### src/design/mfr_pkg.sv
`timescale 1ns / 1ps

package mfr_pkg;

  localparam logic       OP_CHAR = 1'b0;
  localparam logic       OP_TICK = 1'b1;

  localparam logic [1:0] MODE_IDLE = 2'd0;
  localparam logic [1:0] MODE_RECV = 2'd1;
  localparam logic [1:0] MODE_WAIT = 2'd2;

  localparam logic [1:0] REG_HEAD    = 2'd0;
  localparam logic [1:0] REG_TAIL    = 2'd1;
  localparam logic [1:0] REG_HDR_LEN = 2'd2;
  localparam logic [1:0] REG_TIMEOUT = 2'd3;

  localparam logic [8:0] MARKER_POS   = 9'd7;
  localparam logic [8:0] LENGTH_POS   = 9'd9;
  localparam logic [8:0] LENGTH_EXTRA = 9'd2;

  localparam logic [7:0] HEAD_RESET    = 8'd104;
  localparam logic [7:0] TAIL_RESET    = 8'd22;
  localparam logic [5:0] HDR_LEN_RESET = 6'd10;
  localparam logic [7:0] TIMEOUT_RESET = 8'd50;

  typedef struct packed {
    logic       operation;
    logic [7:0] rx_byte;
    logic       ninth_bit;
  } item_t;

  typedef struct packed {
    logic       store_write;
    logic [7:0] store_index;
    logic [7:0] store_byte;
    logic       parity_error;
    logic       frame_ready;
    logic       timeout_expired;
    logic [1:0] receiver_state;
    logic [8:0] frame_count;
  } result_t;

  typedef struct packed {
    logic [7:0] head_byte;
    logic [7:0] tail_byte;
    logic [5:0] header_length;
    logic [7:0] timeout_reload;
  } cfg_t;

endpackage

### src/design/mfr_in_reg.sv
`timescale 1ns / 1ps

module mfr_in_reg (
  input  logic          clk,
  input  logic          rst,
  input  logic          in_valid,
  output logic          in_ready,
  input  mfr_pkg::item_t in_item,
  output logic          out_valid,
  input  logic          out_take,
  output mfr_pkg::item_t out_item
);

  logic           held;
  mfr_pkg::item_t item;

  assign in_ready  = !held || out_take;
  assign out_valid = held;
  assign out_item  = item;

  always_ff @(posedge clk) begin
    if (rst) begin
      held <= 1'b0;
    end else if (in_ready) begin
      held <= in_valid;
    end
  end

  always_ff @(posedge clk) begin
    if (in_valid && in_ready) begin
      item <= in_item;
    end
  end

endmodule

### src/design/mfr_core.sv
`timescale 1ns / 1ps

module mfr_core #(
  parameter int BUFFER_DEPTH = 256
) (
  input  logic             clk,
  input  logic             rst,
  input  mfr_pkg::cfg_t    cfg,
  input  logic             item_valid,
  output logic             item_take,
  input  mfr_pkg::item_t   item,
  output logic             res_valid,
  input  logic             res_ready,
  output mfr_pkg::result_t res
);

  localparam logic [8:0] DEPTH = 9'(BUFFER_DEPTH);

  logic [1:0] rx_mode, rx_mode_next;
  logic [8:0] byte_count, byte_count_next;
  logic [7:0] second_marker, second_marker_next;
  logic [7:0] length_field, length_field_next;
  logic [7:0] idle_timer, idle_timer_next;
  logic       res_held;
  mfr_pkg::result_t res_next;

  logic [7:0] timer_dec;
  logic [8:0] count_inc;
  logic [8:0] frame_len;
  logic       parity_bad;
  logic [1:0] mode_start;

  assign item_take = item_valid && (!res_held || res_ready);
  assign res_valid = res_held;

  always_comb begin
    timer_dec  = idle_timer - 8'd1;
    count_inc  = byte_count + 9'd1;
    parity_bad = ^{item.rx_byte, item.ninth_bit};
    mode_start = (rx_mode == mfr_pkg::MODE_IDLE && item.rx_byte == cfg.head_byte)
                 ? mfr_pkg::MODE_RECV : rx_mode;

    rx_mode_next       = rx_mode;
    byte_count_next    = byte_count;
    second_marker_next = second_marker;
    length_field_next  = length_field;
    idle_timer_next    = idle_timer;
    res_next           = '0;
    frame_len          = 9'(length_field_next) + 9'(cfg.header_length)
                         + mfr_pkg::LENGTH_EXTRA;

    if (item.operation == mfr_pkg::OP_TICK) begin
      idle_timer_next = timer_dec;
      if (timer_dec == 8'd0) begin
        rx_mode_next             = mfr_pkg::MODE_IDLE;
        byte_count_next          = '0;
        second_marker_next       = '0;
        length_field_next        = '0;
        res_next.timeout_expired = 1'b1;
      end
    end else begin
      idle_timer_next = cfg.timeout_reload;
      if (parity_bad) begin
        res_next.parity_error = 1'b1;
      end else begin
        rx_mode_next = mode_start;
        if (mode_start == mfr_pkg::MODE_RECV && byte_count < DEPTH) begin
          res_next.store_write = 1'b1;
          res_next.store_index = byte_count[7:0];
          res_next.store_byte  = item.rx_byte;
          if (byte_count == mfr_pkg::MARKER_POS) second_marker_next = item.rx_byte;
          if (byte_count == mfr_pkg::LENGTH_POS) length_field_next = item.rx_byte;
          byte_count_next = count_inc;
          frame_len = 9'(length_field_next) + 9'(cfg.header_length)
                      + mfr_pkg::LENGTH_EXTRA;
          if (count_inc > 9'(cfg.header_length)) begin
            if (second_marker_next != cfg.head_byte) begin
              rx_mode_next       = mfr_pkg::MODE_IDLE;
              byte_count_next    = '0;
              second_marker_next = '0;
              length_field_next  = '0;
            end else if (count_inc >= frame_len && item.rx_byte == cfg.tail_byte) begin
              rx_mode_next         = mfr_pkg::MODE_WAIT;
              res_next.frame_ready = 1'b1;
            end
          end
        end
      end
    end

    res_next.receiver_state = rx_mode_next;
    res_next.frame_count    = byte_count_next;
  end

  always_ff @(posedge clk) begin
    if (rst) begin
      rx_mode       <= mfr_pkg::MODE_IDLE;
      byte_count    <= '0;
      second_marker <= '0;
      length_field  <= '0;
      idle_timer    <= mfr_pkg::TIMEOUT_RESET;
      res_held      <= 1'b0;
    end else begin
      if (item_take) begin
        rx_mode       <= rx_mode_next;
        byte_count    <= byte_count_next;
        second_marker <= second_marker_next;
        length_field  <= length_field_next;
        idle_timer    <= idle_timer_next;
        res_held      <= 1'b1;
      end else if (res_ready) begin
        res_held <= 1'b0;
      end
    end
  end

  always_ff @(posedge clk) begin
    if (item_take) begin
      res <= res_next;
    end
  end

endmodule

### src/design/meter_frame_receiver.sv
`timescale 1ns / 1ps

// Meter frame receiver. Takes one word per cycle on s_* while m_tready is
// high: a received UART character (tuser 0, data byte plus its ninth bit,
// even parity over nine bits) or a timer tick (tuser 1), and returns exactly
// one result word per input word on m_*. Each word passes an input register
// and one stage of compare/count logic into the result register; the
// receiver state (mode, byte count, captured bytes 7 and 9, inactivity timer)
// updates in that one stage. Configuration writes should be made only while
// no word is in flight.
module meter_frame_receiver #(
  parameter int BUFFER_DEPTH = 256
) (
  input  logic        clk,
  input  logic        rst,
  input  logic        s_tvalid,
  output logic        s_tready,
  input  logic [15:0] s_tdata,   // rx_byte[7:0], ninth_bit[8], zero[15:9]
  input  logic        s_tuser,   // operation[0]
  output logic        m_tvalid,
  input  logic        m_tready,
  // store_write[0], store_index[8:1], store_byte[16:9], parity_error[17],
  // frame_ready[18], timeout_expired[19], receiver_state[21:20],
  // frame_count[30:22], zero[31]
  output logic [31:0] m_tdata,
  input  logic        cfg_valid,
  output logic        cfg_ready,
  input  logic [1:0]  cfg_index,
  input  logic [7:0]  cfg_data
);

  mfr_pkg::cfg_t    cfg;
  mfr_pkg::item_t   in_item;
  mfr_pkg::item_t   held_item;
  mfr_pkg::result_t res;
  logic             held_valid;
  logic             held_take;

  assign cfg_ready = 1'b1;

  always_ff @(posedge clk) begin
    if (rst) begin
      cfg.head_byte      <= mfr_pkg::HEAD_RESET;
      cfg.tail_byte      <= mfr_pkg::TAIL_RESET;
      cfg.header_length  <= mfr_pkg::HDR_LEN_RESET;
      cfg.timeout_reload <= mfr_pkg::TIMEOUT_RESET;
    end else if (cfg_valid && cfg_ready) begin
      case (cfg_index)
        mfr_pkg::REG_HEAD:    cfg.head_byte      <= cfg_data;
        mfr_pkg::REG_TAIL:    cfg.tail_byte      <= cfg_data;
        mfr_pkg::REG_HDR_LEN: cfg.header_length  <= cfg_data[5:0];
        mfr_pkg::REG_TIMEOUT: cfg.timeout_reload <= cfg_data;
        default: ;
      endcase
    end
  end

  assign in_item.operation = s_tuser;
  assign in_item.rx_byte   = s_tdata[7:0];
  assign in_item.ninth_bit = s_tdata[8];

  mfr_in_reg u_in (
    .clk       (clk),
    .rst       (rst),
    .in_valid  (s_tvalid),
    .in_ready  (s_tready),
    .in_item   (in_item),
    .out_valid (held_valid),
    .out_take  (held_take),
    .out_item  (held_item)
  );

  mfr_core #(
    .BUFFER_DEPTH (BUFFER_DEPTH)
  ) u_core (
    .clk        (clk),
    .rst        (rst),
    .cfg        (cfg),
    .item_valid (held_valid),
    .item_take  (held_take),
    .item       (held_item),
    .res_valid  (m_tvalid),
    .res_ready  (m_tready),
    .res        (res)
  );

  assign m_tdata = {1'b0, res.frame_count, res.receiver_state, res.timeout_expired,
                    res.frame_ready, res.parity_error, res.store_byte,
                    res.store_index, res.store_write};

endmodule
### config.mk
export PLATFORM = sky130hd
export DESIGN_NAME = meter_frame_receiver
export DESIGN_NICKNAME = d
export VERILOG_FILES = /design/src/design/mfr_pkg.sv /design/src/design/mfr_in_reg.sv /design/src/design/mfr_core.sv /design/src/design/meter_frame_receiver.sv
export SDC_FILE = /design/constraint.sdc
export NUM_CORES = 1
export LEC_CHECK = 0
export BUFFER_PORTS_ARGS = -buffer_cell sky130_fd_sc_hd__buf_2
export CAP_MARGIN = 20
export CORE_MARGIN = 8
export CORE_UTILIZATION = 55
export CTS_BUF_LIST = sky130_fd_sc_hd__clkbuf_2 sky130_fd_sc_hd__clkbuf_4 sky130_fd_sc_hd__clkbuf_8
export DETAILED_ROUTE_END_ITERATION = 10
export PLACE_DENSITY = 0.79
export RECOVER_POWER = 50
export SLEW_MARGIN = 0
export SYNTH_ARGS = -nofsm -noshare
export SYNTH_HDL_FRONTEND = slang
export SYNTH_SLANG_ARGS = --single-unit
### constraint.sdc
create_clock -name clk -period 5 [get_ports clk]
set_clock_uncertainty 0.05 [all_clocks]
set_input_delay 0.5 -clock clk [delete_from_list [all_inputs] [get_ports clk]]
set_output_delay 0.5 -clock clk [all_outputs]
set_load 0.005 [all_outputs]
==> results.py <==
metrics = {
    "run_status": {
        "status": "complete, but fails checks",
        "violations": "max-capacitance violations, max-slew violations",
    },
    "cells_and_area": {
        "final-seq-area_mm2": 0.002574,
        "final_cells": 779,
        "finish.utilization": 0.6299,
        "area_delta_synth_final_pct": 11.48,
        "antenna_cells": 0,
        "multiInputGateArea_mm2": 0.003029,
        "final_nets": 702,
        "drive_gt1_frac": 0.1540,
        "nFillCells": 883,
    },
    "sta": {
        "max_freq_ghz": 0.2082,
        "drv_slew": 54,
        "timing.final.ws_setup_ps": 197.3,
        "holdWs_ps": 244.2,
        "hold_viol": 0,
        "slew_headroom": -0.5255,
        "finalCritPeriodShare": 0.9605,
        "period_minus_slack_ps": 4803,
        "rsz0062_at_grt": "true",
        "tightest_slew_ps": 2288,
        "setup_viol": 0,
    },
    "floorplanning": {
        "core-area_mm2": 0.01028,
        "initial_core_util": 0.5650,
        "io_pins": 67,
        "dieArea_mm2": 0.01410,
        "fp.dieH_um": 118.8,
        "placementRows": 37,
        "die_w_um": 118.8,
    },
    "synthesis": {
        "syn_avg_cell_area_um2": 9.960,
        "ys_seq_elements": 108,
        "syn_area_mm2": 0.005807,
        "yosys-top-cells-area": "dfxtp_1, edfxtp_1, ha_1",
        "synth-edff-count": 41,
        "synthMuxAreaShare": 0.03749,
        "yosysTopAreaCell": "dfxtp_1",
        "synth-compound-area-share": 0.1401,
        "yosys.area_share.simple": 0.1982,
        "syn_nets": 647,
        "ys_warn_count": 0,
        "synth_top_family_by_area": "simple AND/OR/NAND/NOR gates",
        "synth_top_area_frac": 0.2310,
        "yosys.area_share.adder": 0.07024,
        "synthArstFlopShare": 0,
        "ys_types": 72,
        "synth_cells": 583,
        "synth_flop_cell": "dfxtp_1",
        "ys_seq_area_frac": 0.4430,
        "synth_most_common_cell": "dfxtp_1",
        "synthTopCellsByCount": "dfxtp_1, nand2_1, edfxtp_1, nor2_1, a21oi_1",
        "synthXorXnorAreaFrac": 0.06507,
    },
    "clock_network": {
        "clockRootBuffer": "clkbuf_8",
        "clk_pin_slew_ps": 110,
        "cts_buffers": 9,
        "clock_latency_ps": 370,
        "clock_sinks": 108,
        "postCtsHoldBufs": 0,
        "clk_path_buf_depth": 2,
        "htreeDepth": 3,
        "cts_tree": "built",
    },
    "detailed_routing": {
        "vias": 4505,
        "ant_nets": 0,
        "viasPerCell": 5.783,
        "routed_wirelength_um": 13370,
        "firstDrtPassIters": 5,
        "wl_per_cell_um": 17.16,
        "drtIter0Drc": 266,
        "drcViolationCount": 0,
    },
    "critical_path": {
        "critPathKind": "reg -> reg",
        "worstPathMaxFanout": 6,
        "cpMostUsedCell": "inv_1",
        "crit_chain": "or4_4 > nor4_4 > buf_6 > mux2i_4 > ha_1 > inv_1 > ha_1 > inv_1 > fa_1 > inv_1 > a21oi_1 > o21bai_1 > a21o_1 > a21oi_2 > xnor2_1 > ha_2 > or4_1 > a21oi_1 > o21ai_1 > nand3_1 > buf_4 > nor3_1 > o21a_1",
        "worst_setup_path_start_kind": "register",
        "slowest_delay_ps": 540,
        "worstPathArrival_ps": 4880,
        "crit_path_end_kind": "register",
        "required_ps": 5080,
        "crit_slowest_cell": "or4_4",
    },
    "power_and_ir_drop": {
        "finalPower_mw": 1.629,
        "p_per_area_mw_per_mm2": 251.7,
        "vdd_drop_max_mv": 0.1734,
        "p_leak_nw": 2.540,
    },
    "place": {
        "dp_hpwl_um": 9691,
        "dp_cells": 761,
        "place_congestion": 0.8721,
        "numPortBuffers": 57,
        "pre_cts_ws_ps": -147.5,
    },
    "global_routing": {
        "grt.overflow.total": 0,
        "grt_usage": 0.1933,
        "antenna_found_initial": 0,
        "grt_pass1_vias": 4601,
        "grt_pass1_wl_um": 22430,
        "grt_max_degree": 54,
    },
    "worst_hold_path": {
        "hold_path.class": "in -> reg",
    },
    "run": {
        "drv_cap": 1,
    },
}
==> state kept, by name, indices dropped and copies added (netlist names) <==
register,cells
u_core.idle_timer,8
u_core.res,31
u_core.res_valid,1
u_core.second_marker,8
u_in.out_valid,1
u_core.byte_count,9
cfg,30
u_core.rx_mode,2
u_in.out_item,10
u_core.length_field,8
==> path summary, 6_finish.rpt <==
| check | start | to | slack (ps) | cells past startpoint |
|---|---|---|---|---|
| setup / recovery | u_core.byte_count[4]$_SDFFE_PP0P_ | u_core.res[10]$_DFFE_PP_ | 200 | 23 |
| hold / removal | s_tdata[3] | u_in.out_item[4]$_DFFE_PP_ | 240 | 1 |
| setup reg to reg | u_core.byte_count[4]$_SDFFE_PP0P_ | u_core.res[10]$_DFFE_PP_ | 200 | 23 |
| hold reg to reg | cfg[6]$_SDFFE_PP0P_ | cfg[6]$_SDFFE_PP0P_ | 420 | 2 |
==> report_power, final <==
part | switching [mW] | internal [mW]
registers | 0.0228 | 0.940
clock network | 0.304 | 0.208
logic | 0.0914 | 0.0625
==> area by class of cell <==
class	count	area share
Clock inverter	5	0.006765
Tap cell	136	0.02629
Timing Repair Buffer	79	0.06397
Inverter	26	0.01508
Sequential cell	108	0.3976
Multi-Input combinational cell	414	0.4679
Clock buffer	11	0.02242
==> per-layer routing <==
| metal | track usage | share of wire | vias to the layer above |
|---|---|---|---|
| met5 | 0 | 0 | - |
| met4 | 0.08458 | 0.032 | 0 |
| met3 | 0.04522 | 0.060 | 35 |
| met2 | 0.3335 | 0.49 | 152 |
| met1 | 0.2249 | 0.42 | 2141 |
| li1 | - | - | 2177 |
==> kinds of logic (layout without fill, tap and decap cells) <==
logic type                 Yosys count  in the layout
and+or+nand+nor                    208            208
muxes                               21             21
buffers and inverters               61            121
DFF                                108            108
adders and majority gates           32             32
AOI/OAI and AO/OA                  111            111
xor gates and xnor gates            40             40
other                                2              2
==> stage by stage <==
stage	cell area (µm²)	TNS [ps]
floorplan	5807	0
global placement	6251	0
detailed placement	6251	-147.5
CTS	6459	0
global route	6474	-24.80
finish	6474	0
==> placed cells by master (no fill, tap or decap), types with 20 or more instances in the layout <==
master    instances
dfxtp_1          66
xor2_1           20
edfxtp_1         41
inv_1            24
a21oi_1          31
buf_2            28
nor2_1           41
ha_1             29
nand2_1          60
buf_4            20
clkbuf_1         30
==> worst max-delay path: cells and delay by family, from the launching register on <==
family	cells	cell delay [ps]
and+or+nand+nor	5	1410
adders and majority gates	4	990
AOI/OAI and AO/OA	7	880
buffers and inverters	5	510
DFF	1	320
muxes	1	260
xor gates and xnor gates	1	130
==> what timing repair did <==
item,in CTS,in global routing
pin swaps,0,2
hold endpoints to repair,0,0
gates resized for setup,4,8
setup endpoints to repair,3,5
setup buffers,0,2
Power figures use the tool's default switching activity.
